--- src/rtl/upd_pkg.sv ---
// Shared types, character codes and helper functions for the URL percent-decoder.
// No dependencies; imported by every module of the block.
package upd_pkg;

    localparam logic [7:0] CHAR_PERCENT = 8'h25;
    localparam logic [7:0] CHAR_PLUS    = 8'h2B;
    localparam logic [7:0] CHAR_SPACE   = 8'h20;

    // Bytes a single input beat can produce
    localparam int MAX_RESULTS = 3;

    typedef enum logic [1:0] {
        PEND_IDLE  = 2'd0,
        PEND_PCT   = 2'd1,
        PEND_DIGIT = 2'd2
    } upd_pend_t;

    typedef struct packed {
        logic [7:0] in_byte;
        logic       last_byte;
    } upd_in_t;

    typedef struct packed {
        logic [7:0] out_byte;
        logic       out_last;
    } upd_out_t;

    // Decoded bytes of one input beat; last applies to the final one only
    typedef struct packed {
        logic [1:0]                  count;
        logic [MAX_RESULTS-1:0][7:0] bytes;
        logic                        last;
    } upd_burst_t;

    // Burst with its valid flag, as passed front -> queue -> back
    typedef struct packed {
        logic       valid;
        upd_burst_t burst;
    } upd_qhead_t;

    // Bit 4 set when the byte is not a hex digit, else nibble in [3:0]
    function automatic logic [4:0] hex_nibble(input logic [7:0] b);
        logic [4:0] r;
        r = 5'h10;
        if (b >= 8'h30 && b <= 8'h39) begin
            r = {1'b0, 4'(b - 8'h30)};
        end else if (b >= 8'h41 && b <= 8'h46) begin
            r = {1'b0, 4'(b - 8'h37)};
        end else if (b >= 8'h61 && b <= 8'h66) begin
            r = {1'b0, 4'(b - 8'h57)};
        end
        return r;
    endfunction

    // Plain byte outside an escape: '+' becomes space in form mode
    function automatic logic [7:0] map_plain(input logic [7:0] b, input logic plus_mode);
        logic [7:0] r;
        r = b;
        if (b == CHAR_PLUS && plus_mode) begin
            r = CHAR_SPACE;
        end
        return r;
    endfunction

endpackage

--- src/rtl/url_percent_decoder.sv ---
// Top level of the streaming URL percent-decoder.
// Depends on upd_pkg, upd_front, upd_queue and upd_back.
//
// Takes one encoded byte per cycle unless in_stall is high; each yields zero
// to three decoded bytes. The front end classifies a beat in the cycle it is
// taken and writes its bytes as one burst into a two-entry queue; the back end
// reads a burst out one byte per cycle, unless out_stall holds it, through an
// output register, so a first byte passes the queue, then that register. The
// sustained rate is one beat per cycle if beats yield at most one byte each
// and out_stall is low; a multi-byte beat holds the back end until its bytes
// are out. in_stall rises when the queue holds two bursts. The mode register
// (plus_to_space, reset 1) is written on any cycle with cfg_valid high;
// cfg_ready is always high. Write it only while the block is idle.
module url_percent_decoder
    import upd_pkg::*;
(
    input  logic     clk,
    input  logic     rst_n,
    input  logic     in_valid,
    output logic     in_stall,
    input  upd_in_t  in_data,
    output logic     out_valid,
    input  logic     out_stall,
    output upd_out_t out_data,
    input  logic     cfg_valid,
    output logic     cfg_ready,
    input  logic     cfg_data
);

    upd_qhead_t push;
    upd_qhead_t head;
    logic       q_full;
    logic       pop;

    assign cfg_ready = 1'b1;

    upd_front u_front (
        .clk       (clk),
        .rst_n     (rst_n),
        .in_valid  (in_valid),
        .in_stall  (in_stall),
        .in_data   (in_data),
        .cfg_valid (cfg_valid),
        .cfg_data  (cfg_data),
        .q_full    (q_full),
        .push      (push)
    );

    upd_queue u_queue (
        .clk   (clk),
        .rst_n (rst_n),
        .push  (push),
        .pop   (pop),
        .full  (q_full),
        .head  (head)
    );

    upd_back u_back (
        .clk       (clk),
        .rst_n     (rst_n),
        .head      (head),
        .pop       (pop),
        .out_valid (out_valid),
        .out_stall (out_stall),
        .out_data  (out_data)
    );

endmodule

--- src/rtl/upd_front.sv ---
// Front end: accepts input beats, tracks the escape state and builds output bursts.
// Depends on upd_pkg; holds the plus_to_space mode register.
module upd_front
    import upd_pkg::*;
(
    input  logic       clk,
    input  logic       rst_n,
    input  logic       in_valid,
    output logic       in_stall,
    input  upd_in_t    in_data,
    input  logic       cfg_valid,
    input  logic       cfg_data,
    input  logic       q_full,
    output upd_qhead_t push
);

    upd_pend_t  pend_reg, pend_next;
    logic [7:0] held_reg, held_next;
    logic       plus_mode_reg;

    logic       accept;
    logic [4:0] in_hex;
    logic [4:0] held_hex;
    logic       idle_open;
    logic [7:0] idle_out;
    upd_burst_t burst;

    assign in_stall = q_full;
    assign accept   = in_valid && !q_full;

    // Classify the incoming byte
    always_comb
    begin
        in_hex    = hex_nibble(in_data.in_byte);
        held_hex  = hex_nibble(held_reg);
        idle_open = (in_data.in_byte == CHAR_PERCENT) && !in_data.last_byte;
        idle_out  = map_plain(in_data.in_byte, plus_mode_reg);
    end

    // Next escape state and the bytes this beat releases
    always_comb
    begin
        burst      = '0;
        burst.last = in_data.last_byte;
        pend_next  = pend_reg;
        held_next  = held_reg;
        unique case (pend_reg)
            PEND_PCT:
            begin
                if (!in_hex[4]) begin
                    if (in_data.last_byte) begin
                        burst.bytes[0] = CHAR_PERCENT;
                        burst.bytes[1] = in_data.in_byte;
                        burst.count    = 2'd2;
                        pend_next      = PEND_IDLE;
                    end else begin
                        held_next = in_data.in_byte;
                        pend_next = PEND_DIGIT;
                    end
                end else begin
                    burst.bytes[0] = CHAR_PERCENT;
                    if (idle_open) begin
                        burst.count = 2'd1;
                        pend_next   = PEND_PCT;
                    end else begin
                        burst.bytes[1] = idle_out;
                        burst.count    = 2'd2;
                        pend_next      = PEND_IDLE;
                    end
                end
            end
            PEND_DIGIT:
            begin
                if (!in_hex[4] && !held_hex[4]) begin
                    burst.bytes[0] = {held_hex[3:0], in_hex[3:0]};
                    burst.count    = 2'd1;
                    pend_next      = PEND_IDLE;
                end else begin
                    burst.bytes[0] = CHAR_PERCENT;
                    burst.bytes[1] = map_plain(held_reg, plus_mode_reg);
                    if (idle_open) begin
                        burst.count = 2'd2;
                        pend_next   = PEND_PCT;
                    end else begin
                        burst.bytes[2] = idle_out;
                        burst.count    = 2'd3;
                        pend_next      = PEND_IDLE;
                    end
                end
            end
            default:
            begin
                if (idle_open) begin
                    pend_next = PEND_PCT;
                end else begin
                    burst.bytes[0] = idle_out;
                    burst.count    = 2'd1;
                    pend_next      = PEND_IDLE;
                end
            end
        endcase
    end

    // Hand the burst of an accepted beat to the queue unless it is empty
    always_comb
    begin
        push.valid = accept && (burst.count != 2'd0);
        push.burst = burst;
    end

    // Escape state and mode register
    always_ff @(posedge clk or negedge rst_n)
    begin
        if (!rst_n) begin
            pend_reg      <= PEND_IDLE;
            held_reg      <= '0;
            plus_mode_reg <= 1'b1;
        end else begin
            if (accept) begin
                pend_reg <= pend_next;
                held_reg <= held_next;
            end
            if (cfg_valid) begin
                plus_mode_reg <= cfg_data;
            end
        end
    end

endmodule

--- src/rtl/upd_queue.sv ---
// Two-entry burst queue between front and back ends of the percent-decoder.
// Depends on upd_pkg for the burst type.
module upd_queue
    import upd_pkg::*;
(
    input  logic       clk,
    input  logic       rst_n,
    input  upd_qhead_t push,
    input  logic       pop,
    output logic       full,
    output upd_qhead_t head
);

    upd_burst_t mem [2];
    logic       wr_ptr_reg;
    logic       rd_ptr_reg;
    logic [1:0] fill_reg, fill_next;

    assign full       = (fill_reg == 2'd2);
    assign head.valid = (fill_reg != 2'd0);
    assign head.burst = mem[rd_ptr_reg];

    // Track occupancy
    always_comb
    begin
        fill_next = fill_reg;
        if (push.valid && !pop) begin
            fill_next = fill_reg + 2'd1;
        end else if (pop && !push.valid) begin
            fill_next = fill_reg - 2'd1;
        end
    end

    // Store pushed bursts
    always_ff @(posedge clk)
    begin
        if (push.valid) begin
            mem[wr_ptr_reg] <= push.burst;
        end
    end

    // Advance pointers
    always_ff @(posedge clk or negedge rst_n)
    begin
        if (!rst_n) begin
            wr_ptr_reg <= 1'b0;
            rd_ptr_reg <= 1'b0;
            fill_reg   <= 2'd0;
        end else begin
            if (push.valid) begin
                wr_ptr_reg <= ~wr_ptr_reg;
            end
            if (pop) begin
                rd_ptr_reg <= ~rd_ptr_reg;
            end
            fill_reg <= fill_next;
        end
    end

endmodule

--- src/rtl/upd_back.sv ---
// Back end: unpacks queued bursts into single output beats behind an output register.
// Depends on upd_pkg for the burst and output types.
module upd_back
    import upd_pkg::*;
(
    input  logic       clk,
    input  logic       rst_n,
    input  upd_qhead_t head,
    output logic       pop,
    output logic       out_valid,
    input  logic       out_stall,
    output upd_out_t   out_data
);

    logic [1:0] sub_reg;
    logic       out_valid_reg;
    upd_out_t   out_data_reg;
    logic       load;
    logic       final_beat;

    assign out_valid  = out_valid_reg;
    assign out_data   = out_data_reg;
    assign load       = head.valid && (!out_valid_reg || !out_stall);
    assign final_beat = (sub_reg == head.burst.count - 2'd1);
    assign pop        = load && final_beat;

    // Step through the bytes of the head burst
    always_ff @(posedge clk or negedge rst_n)
    begin
        if (!rst_n) begin
            sub_reg       <= 2'd0;
            out_valid_reg <= 1'b0;
        end else begin
            if (load) begin
                sub_reg <= final_beat ? 2'd0 : sub_reg + 2'd1;
            end
            out_valid_reg <= load || (out_valid_reg && out_stall);
        end
    end

    // Hold the beat while stalled, else load the next byte
    always_ff @(posedge clk)
    begin
        if (load) begin
            out_data_reg.out_byte <= head.burst.bytes[sub_reg];
            out_data_reg.out_last <= head.burst.last && final_beat;
        end
    end

endmodule

--- config.mk ---
export PLATFORM = sky130hd
export DESIGN_NAME = url_percent_decoder
export DESIGN_NICKNAME = d
export VERILOG_FILES = /design/src/rtl/upd_pkg.sv /design/src/rtl/url_percent_decoder.sv /design/src/rtl/upd_front.sv /design/src/rtl/upd_queue.sv /design/src/rtl/upd_back.sv
export SDC_FILE = /design/constraint.sdc
export NUM_CORES = 1
export LEC_CHECK = 0
export ABC_AREA = 1
export BUFFER_PORTS_ARGS = -buffer_cell sky130_fd_sc_hd__buf_2
export CELL_PAD_IN_SITES_DETAIL_PLACEMENT = 0
export CELL_PAD_IN_SITES_GLOBAL_PLACEMENT = 1
export CORE_MARGIN = 3
export CORE_UTILIZATION = 31
export DETAILED_ROUTE_END_ITERATION = 8
export PLACE_DENSITY = 0.56
export SETUP_SLACK_MARGIN = 0.5
export SYNTH_ARGS = -nofsm -noshare
export SYNTH_HDL_FRONTEND = slang
export SYNTH_SLANG_ARGS = --single-unit
--- constraint.sdc ---
create_clock -name clk -period 3.3 [get_ports clk]
set_clock_uncertainty 0.1 [all_clocks]
set_input_delay 0.165 -clock clk [delete_from_list [all_inputs] [get_ports clk]]
set_output_delay 0.165 -clock clk [all_outputs]
set_load 0.02 [all_outputs]
# [Word-level counts from Yosys, hierarchy flattened]
# Memory sizes are Yosys's and may differ from the RTL's.
# Cells that the tools add are included.
# W data, S select, Z words.
[word_totals] ff_bits=27 input_bits=15 mem_count=1 mem_bits_rw=54 output_inout_bits=12
[mem_list] memory="u_queue.mem" words=2 width=27 rd=1 rd_ports_with_merged_regs=0 wr=1 line="upd_queue.sv:14" text="upd_burst_t mem [2];"
[op_classes] n_reduce_logical=32 n_mux=35 add_sub_neg=10 bitwise=4 order_cmp=13 n_eq_ne=7
[ops] op="$mux W16" n=3
[ops] op="$mux W8" n=6
[ops] op="$ge A8 B7 Y1 const B" n=4
[ops] op="$le A8 B7 Y1 const B" n=4
[ops] op="$pmux W8 S2" n=2
[ops] op="$mux W5" n=6
[ops] op="$eq A8 B6 Y1 const B" n=3
[ops] op="$mux W2" n=10
[ops] op="$logic_and A1 B1 Y1" n=18
[ops] op="$bmux W8 S2" n=1
[ops] op="$ge A8 B6 Y1 const B" n=2
[ops] op="$le A8 B6 Y1 const B" n=2
[ops] op="$sub A4 B3 Y4 const B" n=4
[ops] op="$logic_not A1 Y1" n=8
[ops] op="$pmux W2 S2" n=2
[ops] op="$sub A4 B1 Y4 const B" n=2
[ops] op="$reduce_bool A2 Y1" n=3
[ops] op="$mux W1" n=5
[ops] op="$add A2 B1 Y2 const B" n=2
[ops] op="$eq A2 B2 Y1 const B" n=2
[ops] op="$not A1 Y1" n=4
[ops] op="$reduce_and A4 Y1" n=1
[ops] op="$sub A2 B1 Y2 const B" n=2
[ops] op="$lt A2 B3 Y1 const B" n=1
[ops] op="other kinds (3)" n=4

# [Longest topological paths before layout]
[depth] word_depth=15 depth_mapped=17 ltp_nobuf=17

# [Modules after synthesis]
# Synthesis repeated with hierarchy kept, for this count alone.
[unflattened] hier_cells=392 hier_area_um2=4299.1
[modules_own_cells] module="upd_queue" seq_area_each_um2=1721.7 instances=1 cells_per_inst=109 area_each_um2=2254.7
[modules_own_cells] module="upd_front" seq_area_each_um2=276.5 instances=1 cells_per_inst=205 area_each_um2=1337.5
[modules_own_cells] module="upd_back" seq_area_each_um2=345.3 instances=1 cells_per_inst=76 area_each_um2=695.7
[modules_own_cells] module="url_percent_decoder" seq_area_each_um2=0.0 instances=1 cells_per_inst=2 area_each_um2=11.3

# [Worst setup path before layout]
# OpenSTA, ideal clock, no wires.
[synth_timing] path_kind="register to register" from="reg u_front.held_reg[0]" to="mem u_queue.mem[1][0] (netlist name), enable pin" setup_time_ps=411 t_arrival_ps=2677 required_ps=2789 setup_slack_ps=113 path_stages_with_launch=14 n_path_buf=0 path_cell_list="dfrtp_1 inv_1 ha_1 o21ai_0 nand2_1 nand2_1 nand2_1 nand2_2 nand2_2 nand2_1 nand2_1 nand2_1 nand2_1 nor2_1"
[synth_via] elab_chain_len=13 word_cells_on_any_way=20
[synth_lines] element="start, declared" line="upd_front.sv:18" text="logic [7:0] held_reg, held_next;"
[synth_lines] element="start signal, assigned" line="upd_front.sv:121" text="held_reg <= held_next;"
[synth_lines] element="$ge A8 B7 Y1 or $le A8 B7 Y1 (tied branches)" line="upd_pkg.sv:49" text="end else if (b >= 8'h61 && b <= 8'h66) begin"
[synth_lines] element="$logic_and A1 B1 Y1" line="upd_pkg.sv:49"
[synth_lines] element="$mux W5" line="upd_pkg.sv:49"
[synth_lines] element="$mux W5" line="upd_pkg.sv:47" text="end else if (b >= 8'h41 && b <= 8'h46) begin"
[synth_lines] element="$mux W5 (*)" line="upd_pkg.sv:45" text="if (b >= 8'h30 && b <= 8'h39) begin"
[synth_lines] element="$logic_not A1 Y1 (*)" line="upd_front.sv:74" text="if (!in_hex[4] && !held_hex[4]) begin"
[synth_lines] element="$logic_and A1 B1 Y1 (*)" line="upd_front.sv:74"
[synth_lines] element="$mux W2 (*)" line="upd_front.sv:74"
[synth_lines] element="$pmux W2 S2 (*)" line="upd_front.sv:47" text="unique case (pend_reg)"
[synth_lines] element="$reduce_bool A2 Y1 (*)" line="upd_front.sv:107" text="push.valid = accept && (burst.count != 2'd0);"
[synth_lines] element="$logic_and A1 B1 Y1 (*)" line="upd_front.sv:107"
[synth_lines] element="$mux W1 (*)" line="upd_queue.sv:37" text="if (push.valid) begin"
[synth_lines] element="$mux W1 (not written as such) (*)" line="upd_queue.sv:38" text="mem[wr_ptr_reg] <= push.burst;"
[synth_lines] element="end, declared" line="upd_queue.sv:14"
# Every way passes the cells marked *; elsewhere a longest branch is shown, timed or not.

==> metrics list <==
- Run status: finished clean
- Num Clock Sinks: 81
* Router iterations before antenna repair: 4
- Sum of buffers and inverters on the critical path: 2
- Overall die height: 120 um
- Share of synthesized area spent on multiplexers: 0.00531
- Of the total synthesized cell area, the portion taken by XOR and XNOR cells is 0.0197.
- Sequential cell area fraction in the yosys report: 0.585
- Walking the worst path, the cells encountered are buf_4 -> ha_1 -> a21oi_1 -> o21ai_0 -> nand3_1 -> nand2_2 -> nand2_2 -> nand2_4 -> nand2_1 -> nand2_1 -> nand2_1 -> nand2_1 -> inv_1 -> ha_1 -> a21oi_1 -> o21ai_0 -> xor2_1.
* Library cell with the largest summed area after synthesis: edfxtp_1
- The worst setup path is captured at a flop.
* Number of synthesized register bits: 81
- Min cycle time layout: 2.51 ns
* Share of synthesized cell area in and, or, nand and nor gates: 0.165
- Peak-usage layer in the global routing report: met2
* Source-to-sink clock delay at the later pin of the worst-skew pair: 0.35 ns
* Delay contributed by the slowest stage of the critical path: 0.42 ns
- Leading cell types by count after synthesis: nand2_1, edfxtp_1, o21ai_0, inv_1, nor2_1
- Dividing the detail-routed wire length by the instance count gives 15.9 um.
* Net Count, Synth: 425
- Data on the critical path is required at its endpoint by 3.42 ns.
- The first global-routing pass estimated 15.3 mm of wire.
- Global routing met1 resource utilization: 0.197
- The number of antenna diodes in the final layout is 0.
* Cell area power density: 742 nW/um2
* Number of remaining DRC errors: 0
- Type of the worst min-delay path: primary input to flop
* Most used cell, CP: nand2_1
- Among all cell types in the netlist, the one instantiated most often is nand2_1.
* Setup Viol. Count Final: 0
* Overall via count from detail_route: 2,878
* Complex-gate fraction of the synthesized area: 0.126
- Row generation in the floorplan step produced 40 rows.
- For the pin with the worst max-slew slack, the measured transition is 0.849 ns.
- Total number of yosys warnings: 0
- Of the cells placed in the final design, the portion with a size suffix greater than 1 is 0.186.
* CP Max Fanout: 6
- STA classifies the critical path startpoint as a flop.
* Total Nets Final: 467
* Worst-case headroom to the max-slew limit: 0.429
* Post-detailed-route via-to-cell ratio: 4.69
- In this run, synthesis inferred 63 flip-flops with an integrated enable.
- Effective utilization at floorplan: 0.325
* Static power due to leakage: 0.00188 uW
* Critical Setup Path Class: flop to flop
* Core Util, Final: 0.384
- Number of primary I/O pins: 27
- CTS placed an instance of clkbuf_16 at the clock tree root.
* Total length of routed wires: 9.79 mm
- Max stage delay cell, worst path: dfrtp_2
- Unrepaired setup endpoints after global routing: false
- Number of maximum-capacitance violations: 0
- The clock passes through at most 2 buffers.
- Endpoint arrival time on the critical path: 2.63 ns
* Floorplan core area: 12,300 um2
* Clock slew seen by the registers of the worst setup and hold paths: 0.06 ns
- Tcrit/Tclk final: 0.761
- 1st-iter DRT viols: 151
- The number of global-route vias before repair came to 2,706.
- Worst-case vdd ir drop: 0.208 mV
- Buffers on Ports: 25
- Summed over all layers, the global routing overflow is 0.
- TritonCTS built the clock tree.
- The HPWL after detailed placement is 6.91 mm.
* GPL Wtd Cong: 0.823
* Die width: 120 um
- The initial antenna violation count came to 0.
- Of the total synthesized cell area, the portion taken by full adders, half adders and majority gates is 0.0344.
- Area growth, synth to finish: 18.1%
* Synth cell types: 43
- Sorting the synthesized cells by area gives the leading types as edfxtp_1, dfrtp_1, o21ai_0, nand2_1, inv_1.
- Count of final max-slew check failures: 0
* Largest net degree at the start of global routing: 28
- Met2 Use GR: 0.215
* Fmax: 0.398 GHz
- The H-tree generated during clock tree synthesis spans 3 levels.
- In the global route stage, met3 resource usage came out at 0.0287.
* Mapped cell area: 4010 um2
* Instance count of the mapped netlist: 399
- Across every metal layer, demand over resource in global routing totals 0.143.
- In the synthesized netlist the async set-or-reset flop fraction comes to 0.222.
- Final TNS setup: 0 ns
- Crit path max-delay family: simple AND/OR/NAND/NOR gates
- Number of buffers inserted during clock tree synthesis: 9
- Share of the synthesized area in the top cell type: 0.472
- The most used flip-flop cell after synthesis is edfxtp_1.
* Count of nets left with antenna violations after detail routing: 0
- The floorplan step defined a die boundary enclosing 14,300 um2.
- The register with the most flip-flops in the layout has 54 of them.
* Hold Vio Cnt, Final: 0
- Combinational family with the most area after synthesis: simple AND/OR/NAND/NOR gates
- Average cell area after synthesis: 10.0 um2
-- repair_timing --
item | 4_1_cts | 5_1_grt
resized for setup | 2 | 4
hold buffers | 4 | 1
setup buffers | 0 | 9
gates cloned | 0 | 0
endpoints found under the setup margin | 55 | 56
hold endpoints to repair | 20 | 1
-- worst reg2reg max path, stage by stage (launching register included) --
cell     delay (ns)
dfrtp_2        0.42
buf_4          0.14
ha_1           0.17
a21oi_1        0.13
o21ai_0        0.10
nand3_1        0.10
nand2_2        0.07
nand2_2        0.08
nand2_4        0.07
nand2_1        0.09
nand2_1        0.06
nand2_1        0.08
nand2_1        0.09
inv_1          0.08
ha_1           0.24
a21oi_1        0.11
o21ai_0        0.11
xor2_1         0.15
-- path summary, 6_finish.rpt --
| path | depth (start not counted) | start | slack (ns) | end |
|---|---|---|---|---|
| hold / removal | 1 | in_data[0] | 0.05 | u_queue.mem[0][0] |
| setup / recovery | 17 | u_front.held_reg[1] | 0.79 | u_queue.fill_reg[1] |
| setup reg to reg | 17 | u_front.held_reg[1] | 0.79 | u_queue.fill_reg[1] |
| max in group asynchronous | 2 | rst_n | 2.56 | u_front.plus_mode_reg |
| min in group asynchronous | 2 | rst_n | 0.20 | u_front.held_reg[3] |
| hold reg to reg | 2 | u_queue.wr_ptr_reg | 0.37 | u_queue.wr_ptr_reg |
-- kinds of logic (layout without fill, tap and decap cells) --
logic type,after synthesis,after routing
buffers and inverters,62,109
adders and majority gates,11,11
other,1,1
AOI/OAI and AO/OA,88,88
and+or+nand+nor,145,145
DFF,81,81
xor gates and xnor gates,9,9
muxes,2,2
-- per-stage QoR --
step / hold WS, ns / worst slack [ns] / cell area (um2) / instances / total power (uW)
after floorplan: -0.231 / 0.553 / 4010 / 399 / 2230
after global placement: 0.0343 / 0.540 / 4320 / 584 / 2550
after detailed placement: 0.0385 / 0.464 / 4320 / 584 / 2560
after CTS: 0.00157 / 0.520 / 4650 / 604 / 3560
after global routing: 0.0573 / 0.573 / 4730 / 614 / 3740
final: 0.0498 / 0.789 / 4730 / 614 / 3510
-- final cells by class --
type | instances | area, um2
fillers | 1278 | 7580
flip-flops and latches | 81 | 2350
multi-input cells | 256 | 1420
repair buffers | 44 | 280
clock buffers | 10 | 229
well taps | 168 | 210
inverters | 49 | 186
clock inverters | 6 | 58.8
-- where the power goes --
group,internal [uW],switching (uW)
clock,581,408
sequential,1430,101
combinational,312,688
-- layout by cell type, fill, tap and decap left out, types with 14 or more instances in the layout --
cell type / n
nand2_1: 63
buf_2: 25
nor2_1: 35
o21ai_0: 51
edfxtp_1: 63
buf_4: 14
dfrtp_1: 15
inv_1: 42
nand3_1: 19
-- metal layers --
layer  share of wire  up-vias
li1                -     1453
met5               0        -
met1            0.50     1359
met3           0.028       14
met4           0.025        0
met2            0.45       52
(Power assumes the default switching activity.)
